File: config.mk
export PLATFORM = sky130hd
export DESIGN_NAME = deadband_sample_downsampler
export DESIGN_NICKNAME = d
export VERILOG_FILES = /design/src/dsd_pkg.sv /design/src/dsd_classify.sv /design/src/dsd_ring.sv /design/src/deadband_sample_downsampler.sv
export SDC_FILE = /design/constraint.sdc
export NUM_CORES = 1
export LEC_CHECK = 0
export ABC_AREA = 1
export BUFFER_PORTS_ARGS = -buffer_cell sky130_fd_sc_hd__buf_2
export CORE_MARGIN = 2
export CORE_UTILIZATION = 55
export CTS_CLUSTER_SIZE = 12
export DETAILED_ROUTE_END_ITERATION = 6
export PLACE_DENSITY_LB_ADDON = 0.3
export SYNTH_ARGS = -nofsm -noshare
export SYNTH_HDL_FRONTEND = slang
export SYNTH_HIERARCHICAL = 1
export SYNTH_SLANG_ARGS = --single-unit
File: constraint.sdc
create_clock -name clk -period 20 [get_ports clk]
set_input_delay 2 -clock clk [delete_from_list [all_inputs] [get_ports clk]]
set_output_delay 2 -clock clk [all_outputs]
set_load 0.05 [all_outputs]
File: src/dsd_pkg.sv
// ----------------------------------------------------------------------------
// dsd_pkg: shared types and constants of the deadband sample downsampler
// Holds the beat structs of both channels, the register map, the decision
// codes and the ring geometry.
// ----------------------------------------------------------------------------
package dsd_pkg;

    // Ring geometry. The slot fields of a result beat follow from the depth.
    localparam int RING_DEPTH = 512;
    localparam int PTR_W      = (RING_DEPTH > 1) ? $clog2(RING_DEPTH) : 1;

    // Register reset values.
    localparam logic [31:0] VALUE_THRESHOLD_RST = 32'd100;
    localparam logic [31:0] TIME_LIMIT_RST      = 32'd900;

    // Register map: index taken from paddr[2].
    localparam int         PADDR_W             = 3;
    localparam logic [0:0] REG_VALUE_THRESHOLD = 1'b0;
    localparam logic [0:0] REG_TIME_LIMIT      = 1'b1;

    // Decision for one input sample.
    localparam logic [1:0] ACT_HOLD      = 2'd0;
    localparam logic [1:0] ACT_KEEP_NEW  = 2'd1;
    localparam logic [1:0] ACT_KEEP_BOTH = 2'd2;

    typedef struct packed {
        logic [30:0]        sample_time;
        logic signed [31:0] sample_value;
    } meter_sample_t;

    typedef struct packed {
        logic [30:0]        kept_time;
        logic signed [31:0] kept_value;
        logic [PTR_W-1:0]   slot_index;
        logic [PTR_W-1:0]   oldest_index;
        logic               last_of_run;
    } kept_t;

endpackage

File: src/dsd_classify.sv
// ----------------------------------------------------------------------------
// dsd_classify: keep or hold decision for one sample
// Compares the sample against the last kept one by absolute value and time
// difference, both at full width, and picks the action.
// ----------------------------------------------------------------------------
module dsd_classify
    import dsd_pkg::*;
(
    input  logic          kept_valid,
    input  logic          pend_valid,
    input  meter_sample_t kept,
    input  meter_sample_t sample,
    input  logic [31:0]   value_threshold,
    input  logic [31:0]   time_limit,
    output logic [1:0]    action
);

    logic signed [32:0] value_diff;
    logic [31:0]        value_mag;
    logic [30:0]        time_mag;
    logic               value_over;
    logic               time_over;

    // Signed difference on 33 bits cannot overflow; its magnitude fits 32 bits.
    assign value_diff = {kept.sample_value[31], kept.sample_value}
                      - {sample.sample_value[31], sample.sample_value};
    assign value_mag  = value_diff[32] ? 32'(-value_diff) : 32'(value_diff);
    assign value_over = value_mag > value_threshold;

    // Time may run backwards, so the absolute difference is used.
    assign time_mag  = (kept.sample_time > sample.sample_time)
                     ? kept.sample_time - sample.sample_time
                     : sample.sample_time - kept.sample_time;
    assign time_over = {1'b0, time_mag} > time_limit;

    // The first sample is always kept; a value step flushes the pending one.
    always_comb
    begin
        priority if (!kept_valid)
        begin
            action = ACT_KEEP_NEW;
        end
        else if (value_over)
        begin
            action = pend_valid ? ACT_KEEP_BOTH : ACT_KEEP_NEW;
        end
        else if (time_over)
        begin
            action = ACT_KEEP_NEW;
        end
        else
        begin
            action = ACT_HOLD;
        end
    end

endmodule

File: src/dsd_ring.sv
// ----------------------------------------------------------------------------
// dsd_ring: write and oldest pointers of the sample ring
// Gives the slot of the next write and the oldest slot after that write, and
// advances both when a sample is emitted.
// ----------------------------------------------------------------------------
module dsd_ring
    import dsd_pkg::*;
(
    input  logic             clk,
    input  logic             rst_n,
    input  logic             advance,
    output logic [PTR_W-1:0] slot,
    output logic [PTR_W-1:0] oldest_after
);

    localparam logic [PTR_W-1:0] LAST_SLOT = PTR_W'(RING_DEPTH - 1);

    logic [PTR_W-1:0] write_ptr_reg;
    logic [PTR_W-1:0] write_ptr_next;
    logic [PTR_W-1:0] oldest_ptr_reg;
    logic [PTR_W-1:0] oldest_ptr_next;

    // Advance by one with wrap; the oldest pointer is pushed on overrun.
    always_comb
    begin
        write_ptr_next  = (write_ptr_reg == LAST_SLOT) ? '0 : write_ptr_reg + 1'b1;
        oldest_ptr_next = oldest_ptr_reg;
        if (write_ptr_next == oldest_ptr_reg)
        begin
            oldest_ptr_next = (oldest_ptr_reg == LAST_SLOT) ? '0 : oldest_ptr_reg + 1'b1;
        end
    end

    assign slot         = write_ptr_reg;
    assign oldest_after = oldest_ptr_next;

    // Pointer registers.
    always_ff @(posedge clk or negedge rst_n)
    begin
        if (!rst_n)
        begin
            write_ptr_reg  <= '0;
            oldest_ptr_reg <= '0;
        end
        else if (advance)
        begin
            write_ptr_reg  <= write_ptr_next;
            oldest_ptr_reg <= oldest_ptr_next;
        end
    end

endmodule

File: src/deadband_sample_downsampler.sv
// ----------------------------------------------------------------------------
// deadband_sample_downsampler: deadband compression with a time heartbeat
// Samples enter on in_beat (valid/ready). Each one is kept, held as the
// pending sample, or, on a value step, flushes the pending sample ahead of
// itself. Kept samples leave on out_beat with their ring slot, the oldest
// slot after the write and a flag on the last beat of each input.
//
// An accepted sample waits in the input register; its first result beat is
// then registered in the output register once that register is free, which
// raises out_valid. One sample is taken per cycle while in_ready is high; a
// sample that emits two beats holds the input register until its second
// beat is registered, as the single output register takes at most one beat
// per cycle. A held sample produces no beat and never waits for the output side.
// When the receiver stalls, the output beat holds, the input register fills
// and in_ready falls; nothing is dropped. Reset clears the last kept and
// pending samples, both ring pointers and restores value_threshold to 100
// and time_limit to 900. The first sample after reset is always kept. The
// user must write value_threshold (0x0) and time_limit (0x4) through the
// APB port only while the block is idle; the block does not enforce this.
// ----------------------------------------------------------------------------
module deadband_sample_downsampler
    import dsd_pkg::*;
(
    input  logic               clk,
    input  logic               rst_n,
    input  logic               in_valid,
    output logic               in_ready,
    input  meter_sample_t      in_beat,
    output logic               out_valid,
    input  logic               out_ready,
    output kept_t              out_beat,
    input  logic               psel,
    input  logic               penable,
    input  logic               pwrite,
    input  logic [PADDR_W-1:0] paddr,
    input  logic [31:0]        pwdata,
    output logic [31:0]        prdata,
    output logic               pready
);

    logic [31:0] value_threshold_reg;
    logic [31:0] time_limit_reg;

    logic          s1_valid_reg;
    meter_sample_t s1_beat_reg;
    logic          phase_reg;

    logic          kept_valid_reg;
    meter_sample_t kept_reg;
    logic          pend_valid_reg;
    meter_sample_t pend_reg;

    logic        out_valid_reg;
    kept_t       out_beat_reg;
    kept_t       out_beat_next;

    logic [1:0]       action;
    logic [PTR_W-1:0] slot;
    logic [PTR_W-1:0] oldest_after;
    logic             out_free;
    logic             emit;
    logic             step;
    logic             s1_done;
    logic             cfg_write;

    // Configuration port: always ready, write on the access phase.
    assign pready    = 1'b1;
    assign cfg_write = psel && penable && pwrite;

    always_comb
    begin
        unique case (paddr[2])
            REG_VALUE_THRESHOLD: prdata = value_threshold_reg;
            REG_TIME_LIMIT:      prdata = time_limit_reg;
            default:             prdata = '0;
        endcase
    end

    always_ff @(posedge clk or negedge rst_n)
    begin
        if (!rst_n)
        begin
            value_threshold_reg <= VALUE_THRESHOLD_RST;
            time_limit_reg      <= TIME_LIMIT_RST;
        end
        else if (cfg_write)
        begin
            unique case (paddr[2])
                REG_VALUE_THRESHOLD: value_threshold_reg <= pwdata;
                REG_TIME_LIMIT:      time_limit_reg      <= pwdata;
                default:             ;
            endcase
        end
    end

    // Decision on the registered sample.
    dsd_classify u_classify
    (
        .kept_valid      (kept_valid_reg),
        .pend_valid      (pend_valid_reg),
        .kept            (kept_reg),
        .sample          (s1_beat_reg),
        .value_threshold (value_threshold_reg),
        .time_limit      (time_limit_reg),
        .action          (action)
    );

    // Ring pointers advance once for every emitted beat.
    dsd_ring u_ring
    (
        .clk          (clk),
        .rst_n        (rst_n),
        .advance      (emit),
        .slot         (slot),
        .oldest_after (oldest_after)
    );

    // A step emits a beat unless the sample is held; the first beat of a
    // double emission leaves the sample in place for a second step.
    assign out_free = !out_valid_reg || out_ready;
    assign step     = s1_valid_reg && (out_free || (action == ACT_HOLD && !phase_reg));
    assign emit     = step && (phase_reg || action != ACT_HOLD);
    assign s1_done  = step && (phase_reg || action != ACT_KEEP_BOTH);
    assign in_ready = !s1_valid_reg || s1_done;

    // Result beat: the pending sample first, then the new one.
    always_comb
    begin
        out_beat_next.slot_index   = slot;
        out_beat_next.oldest_index = oldest_after;
        if (!phase_reg && action == ACT_KEEP_BOTH)
        begin
            out_beat_next.kept_time   = pend_reg.sample_time;
            out_beat_next.kept_value  = pend_reg.sample_value;
            out_beat_next.last_of_run = 1'b0;
        end
        else
        begin
            out_beat_next.kept_time   = s1_beat_reg.sample_time;
            out_beat_next.kept_value  = s1_beat_reg.sample_value;
            out_beat_next.last_of_run = 1'b1;
        end
    end

    // Control registers: input stage, phase, kept and pending flags, output.
    always_ff @(posedge clk or negedge rst_n)
    begin
        if (!rst_n)
        begin
            s1_valid_reg   <= 1'b0;
            phase_reg      <= 1'b0;
            kept_valid_reg <= 1'b0;
            pend_valid_reg <= 1'b0;
            out_valid_reg  <= 1'b0;
        end
        else
        begin
            if (in_ready)
            begin
                s1_valid_reg <= in_valid;
            end
            if (step)
            begin
                phase_reg <= !phase_reg && action == ACT_KEEP_BOTH;
                if (phase_reg || action != ACT_KEEP_BOTH)
                begin
                    kept_valid_reg <= 1'b1;
                    pend_valid_reg <= !phase_reg && action == ACT_HOLD;
                end
            end
            if (emit)
            begin
                out_valid_reg <= 1'b1;
            end
            else if (out_ready)
            begin
                out_valid_reg <= 1'b0;
            end
        end
    end

    // Payload registers.
    always_ff @(posedge clk)
    begin
        if (in_ready && in_valid)
        begin
            s1_beat_reg <= in_beat;
        end
        if (s1_done)
        begin
            if (!phase_reg && action == ACT_HOLD)
            begin
                pend_reg <= s1_beat_reg;
            end
            else
            begin
                kept_reg <= s1_beat_reg;
            end
        end
        if (emit)
        begin
            out_beat_reg <= out_beat_next;
        end
    end

    assign out_valid = out_valid_reg;
    assign out_beat  = out_beat_reg;

    // The second step of a double emission always has its sample in place.
    a_phase_has_sample: assert property (@(posedge clk) disable iff (!rst_n)
        phase_reg |-> s1_valid_reg)
        else $error("second emission step without a sample");

    // A beat that is not the last of its run is followed by the second step.
    a_first_beat_then_phase: assert property (@(posedge clk) disable iff (!rst_n)
        (emit && !out_beat_next.last_of_run) |=> phase_reg)
        else $error("first beat of a pair not followed by the second step");

    // A pending sample exists only once a sample has been kept.
    a_pending_after_kept: assert property (@(posedge clk) disable iff (!rst_n)
        pend_valid_reg |-> kept_valid_reg)
        else $error("pending sample without a kept sample");

    // An emitted beat never overwrites one that the receiver has not taken.
    a_no_overwrite: assert property (@(posedge clk) disable iff (!rst_n)
        (out_valid_reg && !out_ready) |-> !emit)
        else $error("result beat overwritten while stalled");

endmodule
* Word level (Yosys, flattened, before mapping)
Index checks and enable logic that the tools add are counted.
** Word-level totals
- Flip-flop bits (word level) :: 358
** Cells by class
- Add/subtract/negate cells :: 6
- Order comparisons :: 3
- Eq/ne operators :: 5
- Muxes and demuxes :: 14
- Bitwise logic cells :: 2
- Reductions and logical operators :: 24
** Operator list (count)
- 32-bit case mux with 2 select lines :: 1
- 63-bit 2-to-1 mux :: 1
- 31-bit subtractor :: 2
- 32-bit by 32-bit subtractor with 33-bit output :: 1
- 31-bit by 32-bit > comparator with 1-bit output :: 1
- 32-bit > comparator :: 1
- 32-bit 2-to-1 mux :: 1
- 32-bit negation :: 1
- 31-bit > comparator :: 1
- 31-bit 2-to-1 mux :: 1
- 9-bit 2-to-1 mux :: 3
- 9-bit by 1-bit adder with 9-bit output (second input constant) :: 2
- 9-bit equality test (second input constant) :: 2
- 2-bit AND reduction :: 5
- 9-bit equality test :: 1
- 1-bit logical AND :: 8
- 2-bit 2-to-1 mux :: 3
- 1-bit logical OR :: 5
- 1-bit 2-to-1 mux :: 4
- 2-bit nonzero test :: 2
- 1-bit logical NOT :: 3
- 2-bit equality test (second input constant) :: 1
- 2-bit logical NOT :: 1
- 2-bit inequality test (second input constant) :: 1
- 1-bit inverter :: 2

* Depth between registers and ports, before layout
Gate-level depths: netlist of the first run.
- Word-level depth :: 13
- Mapped depth :: 40
- Gate-level depth less buffers :: 39

* Hierarchy
The synthesis of the first run kept the hierarchy.
** By module, submodules not included
- deadband_sample_downsampler :: instances 1, cells an instance 857, area an instance 12112.9 um2, sequential area each 9873.2 um2
- dsd_classify :: instances 1, cells an instance 1735, area an instance 9150.0 um2, sequential area each 0.0 um2
- dsd_ring :: instances 1, cells an instance 211, area an instance 1410.1 um2, sequential area each 450.4 um2

* Worst setup path after synthesis of the first run
OpenSTA, ideal clock, no wires.
- Kind :: reg2reg
- Start :: reg s1_beat_reg[0] in the netlist's numbering
- End :: reg u_ring.write_ptr_reg[1], in the netlist u_ring/slot[1]
- Setup time :: 0.138 ns
- Arrival time :: 8.388 ns
- Data required time :: 19.862 ns
- Path slack :: 11.475 ns
- Cell stages (with the launch flop) :: 37
- Path buffers :: 1
- Clock period less this slack :: 8.525 ns
- Cells stage by stage :: edfxtp_1 -> ha_1 -> fa_1 -> inv_1 -> nand3_1 -> nand3_1 -> nand2_1 -> nand2_1 -> nand3_1 -> nor2_1 -> nand3_1 -> nor2_2 -> nand2_1 -> nor2_4 -> nand2_1 -> o21ai_2 -> inv_1 -> nand2_1 -> nand2_1 -> ha_1 -> a21oi_1 -> o21ai_0 -> nor3_1 -> nor2_1 -> a211oi_1 -> nand2_1 -> nand2_1 -> nor2_1 -> a21oi_1 -> nor2_4 -> nand2_1 -> inv_1 -> nor2_1 -> inv_1 -> clkbuf_1 -> nand2_1 -> o21ai_0
** Between the ends
- Cells in the longest elaborated chain, start to end :: 11
- Elaborated cells on any way between the ends :: 13
** Ends and longest elaborated chain
- from (decl) :: line deadband_sample_downsampler.sv:45 : meter_sample_t s1_beat_reg;
- from (signal assigned) :: line deadband_sample_downsampler.sv:187 : s1_beat_reg <= in_beat;
- 32-bit by 32-bit subtractor with 33-bit output (*) :: line dsd_classify.sv:26 : - {sample.sample_value[31], sample.sample_value};
- 32-bit negation :: line dsd_classify.sv:27 : assign value_mag = value_diff[32] ? 32'(-value_diff) : 32'(value_diff);
- 32-bit 2-to-1 mux (*) :: line dsd_classify.sv:27
- 32-bit > comparator (*) :: line dsd_classify.sv:28 : assign value_over = value_mag > value_threshold;
- 2-bit 2-to-1 mux (*) :: line dsd_classify.sv:43 : else if (value_over)
- 2-bit 2-to-1 mux (*) :: line dsd_classify.sv:39 : priority if (!kept_valid)
- via action[1] :: line deadband_sample_downsampler.sv:57 : logic [1:0] action;
- 2-bit logical NOT :: line deadband_sample_downsampler.sv:121 : assign step = s1_valid_reg && (out_free || (action == ACT_HOLD && !phase_reg));
- 1-bit logical AND :: line deadband_sample_downsampler.sv:121
- 1-bit logical OR :: line deadband_sample_downsampler.sv:121
- 1-bit logical AND :: line deadband_sample_downsampler.sv:121
- 1-bit logical AND (*) :: line deadband_sample_downsampler.sv:122 : assign emit = step && (phase_reg || action != ACT_HOLD);
- via emit :: line deadband_sample_downsampler.sv:61 : logic emit;
- to (signal assigned) :: line dsd_ring.sv:47 : write_ptr_reg <= write_ptr_next;
- to (decl) :: line dsd_ring.sv:18 : logic [PTR_W-1:0] write_ptr_reg;
The timed path passes the listed nets; every way through them passes the cells marked *.
A chain may end at the register's enable or synchronous reset.

* Final worst setup path of the first run
- Start :: reg s1_beat_reg[35] in the netlist's numbering
- End :: out in_ready
** Between the ends
- Cells in the longest elaborated chain, start to end :: 12
- Elaborated cells on any way between the ends :: 16
** Ends and longest elaborated chain
- 31-bit subtractor (tied with other cells) :: line dsd_classify.sv:33 : : sample.sample_time - kept.sample_time;
- 31-bit 2-to-1 mux (*) :: line dsd_classify.sv:32 : ? kept.sample_time - sample.sample_time
- 31-bit by 32-bit > comparator with 1-bit output (*) :: line dsd_classify.sv:34 : assign time_over = {1'b0, time_mag} > time_limit;
- 1-bit 2-to-1 mux (*) :: line dsd_classify.sv:47 : else if (time_over)
- 2-bit 2-to-1 mux (*) :: line dsd_classify.sv:43
- 2-bit 2-to-1 mux (*) :: line dsd_classify.sv:39
- via action[0] :: line deadband_sample_downsampler.sv:57
- 2-bit logical NOT :: line deadband_sample_downsampler.sv:121
- 1-bit logical AND :: line deadband_sample_downsampler.sv:121
- 1-bit logical OR :: line deadband_sample_downsampler.sv:121
- 1-bit logical AND :: line deadband_sample_downsampler.sv:121
- 1-bit logical AND (*) :: line deadband_sample_downsampler.sv:123 : assign s1_done = step && (phase_reg || action != ACT_KEEP_BOTH);
- 1-bit logical OR (*) :: line deadband_sample_downsampler.sv:124 : assign in_ready = !s1_valid_reg || s1_done;
- to (decl) :: line deadband_sample_downsampler.sv:27 : output logic in_ready,
Marks and branches as above.

==> summary.md, run 1 <==
| Metric | Value |
|---|---|
| CP endpoint kind | primary output |
| Worst-Margin Slew | 1180 ps |
| Largest family of logic cells by synthesized area | simple AND/OR/NAND/NOR gates |
| Synth Area in Compound Gates | 8.79% |
| DR pass1 iterations | 6 |
| Setup_tns | 0 ps |
| Fillers | 3586 |
| Final setup fails | 0 |
| Top cells by area, synth | edfxtp_1, nand2_1, ha_1, dfrtp_1, inv_1 |
| Routed Wire Length | around 62000 µm |
| Status | finished, final reports clean |
| Sequential area share after synthesis | 45.5% |
| Xor-xnor portion of the synthesized cell area | 3.39% |
| Startpoint types | flop |
| Starting Density | between 50% and 60% |
| Critical Path Fanout Max | between 60 and 70 |
| Area share of fa/ha/maj cells after synthesis | 9.15% |
| Worst Clk Skew | roughly 28 ps |
| Rows | 74 |
| Tcrit/Tclk final | 46.4% |
| Maximum clock rate | 108 MHz |
| Grt total ovfl | 0 |
| GRT busiest layer | met2 |
| Share of layout cells above drive strength 1 | 11.3% |
| Vias | 19100 |
| R2R Setup Slk | 11890 ps |
| Min Hold Slack | slightly below 500 ps |
| TritonCTS Sinks | 358 |
| Synthesized net count | 3072 |
| Number of flip-flops in the largest register | slightly above 80 |
| Mapped Area | approximately 23000 µm² |
| Average size of a mapped cell | 8.09 µm² |
| #FFs+latches synth | 358 |
| GPL Wtd Cong | ~0.94 |
| P&R area growth vs syn | 12.3% |
| Largest net degree at the start of global routing | 68 |
| Port Buf Inserts | 218 |
| Antenna-violating nets left | 0 |
| Initial antenna violation count | 7 |
| M1 GR Usage | 39.4% |
| Cell family with most CP delay | simple AND/OR/NAND/NOR gates |
| Final #Nets | approximately 3300 |
| GRT met3 Usage | under 10% |
| TritonCTS buffer count | 41 |
| Rel. slew slack | between 20% and 30% |
| Slowest-stage cell, CP | nor4_1 |
| Root Driver | clkbuf_16 |
| Number of global-route vias before repair | 18700 |
| H-Tree Depth | 2 |
| Post-Synthesis Cells | between 2000 and 3000 |
| CTS Hold Buffers Added | 0 |
| Main flop type after synthesis | edfxtp_1 |
| TritonCTS clock tree | yes |
| Detailed placement HPWL | between 40000 and 50000 µm |
| Largest stage delay, worst path | 830 ps |
| First-pass GRT wire length | around 98000 µm |
| Chip height | roughly 210 µm |
| Fin. Hold Viols | 0 |
| Final Slew Violations | 0 |
| GRT Util Overall | 28.6% |
| HP Class | flop to flop |
| Max-cap violations | 0 |
| Unrepaired setup endpoints after global routing | false |
| Yosys top cell by area | edfxtp_1 |
| Crit path kind | flop to primary output |
| Vias per cell | 5.32 |
| Worst Path Required | between 15000 and 20000 ps |
| WP data arrival | 7280 ps |
| Mux cell area share after synthesis | 0% |
| Tmin final | about 9300 ps |
| Top-area cell type share of the netlist area | 35.9% |
| Worst-case clock buffer depth | 3 |
| DRC errors left | 0 |
| Core ar. | 40700 µm² |
| IO Count | between 200 and 250 |
| GR Layer Usage met2 | 45.1% |
| Ys Warns | 6 |
| Most frequent cells in the layout | nand2_1, inv_1, edfxtp_1 |
| PostCTS Resize Cnt | 0 |
| Clk_lat worst skew | 600 ps |
| EDFF count, synth | 271 |
| Die ar. | roughly 43000 µm² |
| Initial DRC count | between 1500 and 2000 |
| Post-CTS setup buffer count | 0 |
| Buf/Inv on CP | 5 |
| Die width | 207 µm |
| Simple-gate share of the synthesized area | 23.1% |
| Clk slew on worst S/H paths | ~60 ps |
| Async SR Flop Fraction | 24.3% |
| Synth cell types | 50 |
| Commonest non-fill, non-tap cell in the layout | nand2_1 |
| WL/cell | 17.3 µm |
| Most used cell, CP | nand2_1 |
==> worst min-delay path, cell delays in order (launching register included) <==
cell and delay [ps]:
dfrtp_1 350, nand2_1 50, nand2_1 50
==> synthesized netlist by cell type, types with 4 or more instances <==
master and instances:
a211oi_1 6, a21boi_0 4, a21o_1 12, a21oi_1 134
a31oi_1 6, and2_1 9, buf_2 18, buf_4 16
buf_6 11, clkbuf_1 12, dfrtp_1 80, dfstp_2 7
edfxtp_1 271, ha_1 161, inv_1 493, inv_2 5
nand2_1 917, nand2_2 13, nand3_1 92, nand3_2 6
nand3b_1 4, nand4_1 37, nor2_1 148, nor2_2 8
nor2_4 7, nor3_1 17, o211ai_1 7, o21a_1 6
o21ai_0 142, o21ai_1 34, o21bai_1 7, xnor2_1 12
xor2_1 72
==> stage by stage <==
| stage | area, µm² | setup WS (ps) | cells | utilization (%) |
|---|---|---|---|---|
| 3_3_place_gp | 24100 | 11530 | 3503 | 59.2 |
| 3_5_place_dp | 24100 | 11450 | 3503 | 59.2 |
| 2_1_floorplan | 22700 | 11470 | 2803 | - |
| 6_report | 25500 | 10720 | 3582 | 62.5 |
| 4_1_cts | 25400 | 10800 | 3575 | 62.5 |
| 5_1_grt | 25500 | 10210 | 3580 | 62.5 |
==> final cells by class <==
type	count	area [µm²]	share of cell area (%)
Timing Repair Buffer	228	1170	4.59
Antenna cell	7	17.5	0.0688
Clock inverter	13	183	0.718
Tap cell	532	666	2.61
Sequential cell	358	10300	40.5
Multi-Input combinational cell	1885	10100	39.7
Inverter	500	1880	7.38
Clock buffer	59	1120	4.41
==> cells by family after synthesis <==
| group | after synthesis |
|---|---|
| flops | 358 |
| simple gates | 1266 |
| other cells | 1 |
| xor+xnor | 86 |
| fa+ha+maj | 164 |
| compound gates | 368 |
| buf+inv | 560 |
==> path summary, 6_finish.rpt <==
| path | start | to | depth (start not counted) |
|---|---|---|---|
| max in group asynchronous | rst_n | time_limit_reg[25]$_DFFE_PN0P_ | 2 |
| min in group asynchronous | rst_n | value_threshold_reg[10]$_DFFE_PN0P_ | 1 |
| hold / removal | pend_valid_reg$_DFFE_PN0P_ | pend_valid_reg$_DFFE_PN0P_ | 2 |
| hold reg to reg | pend_valid_reg$_DFFE_PN0P_ | pend_valid_reg$_DFFE_PN0P_ | 2 |
| setup / recovery | s1_beat_reg[35]$_DFFE_PP_ | in_ready | 31 |
| setup reg to reg | s1_beat_reg[35]$_DFFE_PP_ | s1_beat_reg[54]$_DFFE_PP_ | 31 |
==> metal layers <==
metal | up-vias | part of all wire, %
li1 | 9391 | -
met1 | 8970 | 45
met2 | 588 | 45
met3 | 115 | 6.6
met4 | 2 | 3.2
met5 | - | 0.018
Power of run 1 is not shown: default switching activity piles up to over one toggle a cycle in this logic, so the estimate is an artifact.
==> inputs of run 2 (changes only) <==
--- a/config.mk
+++ b/config.mk
@@ -5,10 +5,10 @@
 export SDC_FILE = /design/constraint.sdc
 export NUM_CORES = 1
 export LEC_CHECK = 0
-export ABC_AREA = 1
+export ABC_AREA = 0
 export BUFFER_PORTS_ARGS = -buffer_cell sky130_fd_sc_hd__buf_2
 export CORE_MARGIN = 2
-export CORE_UTILIZATION = 55
+export CORE_UTILIZATION = 54
 export CTS_CLUSTER_SIZE = 12
 export DETAILED_ROUTE_END_ITERATION = 6
 export PLACE_DENSITY_LB_ADDON = 0.3
==> constraint.sdc (replaced) <==
create_clock -name clk -period 7.7 [get_ports clk]
set_input_delay 0.77 -clock clk [delete_from_list [all_inputs] [get_ports clk]]
set_output_delay 0.77 -clock clk [all_outputs]
set_load 0.05 [all_outputs]
==> run 2 against run 1 <==
The flow now finishes with violations (negative setup slack). Clock skew grew 0.62 ps. Via count shrank 20%. Cell count fell by 26%. Utilization is 1.7 points higher. Wire length down 14%. Synthesized cell count is 35% lower. Sequential cell count is the same. Global-route usage down 2.6 points. Critical path type unchanged. Largest cell class unchanged.
==> summary.md, run 2 <==
| Metric | Value |
|---|---|
| Clk_lat worst skew | between 500 and 600 ps |
| Rel. slew slack | 38.6% |
| Startpoint types | flop |
| WL/cell | ~20 µm |
| DR pass1 iterations | 5 |
| Sequential area share after synthesis | 49.3% |
| Post-Synthesis Cells | 1815 |
| PnR worst setup slack | -233 ps |
| Clk slew on worst S/H paths | 60 ps |
| Worst R2R Path Depth | 29 |
| Mapped Area | 20900 µm² |
| Synth cell count leaders | edfxtp_1, inv_1, ha_1, mux2_2, a21oi_1 |
| TritonCTS clock tree | yes |
| R2R Setup Slk | between 300 and 400 ps |
| Initial DRC count | 975 |
| First-pass GRT wire length | between 80000 and 90000 µm |
| RR Startpoint | s1_beat_reg[1]$_DFFE_PP_ |
| Synthesized net count | approximately 2100 |
| Core ar. | 38500 µm² |
| Tmin final | 7930 ps |
| Vias | between 15000 and 20000 |
| Status | finished with violations |
| Final Slew Violations | 0 |
| IO Count | around 220 |
| CTS Hold Buffers Added | 0 |
| Fin. Hold Viols | 0 |
| Fillers | around 3100 |
| Top cells by area, synth | edfxtp_1, ha_1, dfrtp_1, mux2_2, inv_1 |
| WP data arrival | 7160 ps |
| Final setup fails | 1 |
| GPL Wtd Cong | 0.928 |
| Chip height | 201 µm |
| Cell with the most instances after synthesis | edfxtp_1 |
| GRT Util Overall | 26.0% |
| Starting Density | 54.4% |
| Largest net degree at the start of global routing | 71 |
| Critical Path Fanout Max | 7 |
| Max-cap violations | 0 |
| Worst-case clock buffer depth | 3 |
| Detailed placement HPWL | 39200 µm |
| Vias per cell | about 5.7 |
| Synth cell types | 84 |
| FF-to-FF End | out_beat[75]$_DFFE_PP_ |
| Failing checks | negative setup slack |
| Async SR Flop Fraction | 24.3% |
| Grt total ovfl | 0 |
| EDFF count, synth | 271 |
| Port Buf Inserts | between 200 and 250 |
| Initial antenna violation count | 9 |
| Average size of a mapped cell | 11.5 µm² |
| Final instance area | 24700 µm² |
| Worst Clk Skew | 28.8 ps |
| Yosys top cell by area | edfxtp_1 |
| TritonCTS Sinks | 358 |
| HP Class | input pin to async pin |
| H-Tree Depth | 2 |
| Commonest non-fill, non-tap cell in the layout | edfxtp_1 |
| Largest stage delay, worst path | 540 ps |
| TritonCTS buffer count | 40 |
| Die width | 201 µm |
| Setup_tns | -233 ps |
| Worst Path Required | slightly below 7000 ps |
| Top-area cell type share of the netlist area | 38.9% |
| Routed Wire Length | 53000 µm |
| Die ar. | 40400 µm² |
| Rows | 72 |
| Tcrit/Tclk final | 103% |
| DRC errors left | 0 |
| Root Driver | clkbuf_16 |
| Area after DPL | ~23000 µm² |
| Maximum clock rate | between 100 and 150 MHz |
| Antenna-violating nets left | 0 |
| Slowest-stage cell, CP | or4b_4 |
| Most frequent cells in the layout | edfxtp_1, buf_2, inv_1 |
| CP endpoint kind | primary output |
| Number of flip-flops in the largest register | 82 |
| Final #Nets | 2364 |
| P&R area growth vs syn | 17.9% |
| Main flop type after synthesis | edfxtp_1 |
| Share of layout cells above drive strength 1 | between 20 and 30% |
| Unrepaired setup endpoints after global routing | true |
| #FFs+latches synth | 358 |
| Worst-Margin Slew | 914 ps |
| Ys Warns | 6 |
| Crit path kind | flop to primary output |
| Number of global-route vias before repair | 14800 |
## run 2: worst max path at each step
stage | from | end | slack (ps) | cells past startpoint
after CTS | s1_beat_reg[2]$_DFFE_PP_ | in_ready | -360 | 28
after detailed placement | s1_beat_reg[2]$_DFFE_PP_ | in_ready | -30 | 28
after global routing | s1_beat_reg[11]$_DFFE_PP_ | in_ready | -520 | 28
after floorplan | s1_beat_reg[1]$_DFFE_PP_ | u_ring/oldest_ptr_reg[0]$_DFFE_PN0P_ | -750 | 28
after global placement | s1_beat_reg[2]$_DFFE_PP_ | in_ready | 120 | 28
final | s1_beat_reg[1]$_DFFE_PP_ | in_ready | -230 | 28
## run 2: per-layer routing
layer  share of wire [%]  track usage, %  up-vias
met5                0.13               0        -
met1                  46            37.3     7422
met2                  44            39.4      465
met4                 2.1            7.04       10
met3                 7.4            6.43       69
li1                    -               -     7222
## run 2: critical path: cells and delay by family (launching register included)
kind / cells / cell delay, ps
xor gates and xnor gates: 1 / 110
and+or+nand+nor: 13 / 3470
adders and majority gates: 2 / 530
AOI/OAI and AO/OA: 9 / 1660
buffers and inverters: 3 / 440
DFF: 1 / 400
## run 2: logic make-up after synthesis
group	synth area share [%]
adders and majority gates	9.91
muxes	10.2
and+or+nand+nor	8.42
buffers and inverters	5.01
xor gates and xnor gates	3.87
other	0.0179
DFF	49.3
AOI/OAI and AO/OA	13.3
## run 2: cell type report
| type | instances | area, µm² | area share (%) |
|---|---|---|---|
| inverters | 187 | 702 | 2.84 |
| repair buffers | 306 | 1870 | 7.59 |
| clock buffers | 59 | 1170 | 4.76 |
| flip-flops and latches | 358 | 10300 | 41.8 |
| well taps | 518 | 648 | 2.63 |
| clock inverters | 13 | 126 | 0.512 |
| multi-input cells | 1202 | 9820 | 39.8 |
| diodes | 5 | 12.5 | 0.0507 |
## run 2: what timing repair did
action / 4_1_cts / 5_1_grt
endpoints found under the setup margin: 1 / 195
buffers inserted: 6 / 5
gates resized for setup: 13 / 17
pin swaps: 13 / 9
## run 2: per-stage QoR
step | setup WS (ps) | util (%) | std cells | hold WS, ps
finish | -233 | 64.2 | 2648 | 80.6
global route | -523 | 64.1 | 2644 | 69.5
CTS | -357 | 63.9 | 2638 | 51.0
detailed placement | -25.9 | 60.2 | 2560 | 473
global placement | 117 | 60.2 | 2560 | 474
floorplan | -746 | - | 1815 | 420
Power of run 2 is left out for the same reason.
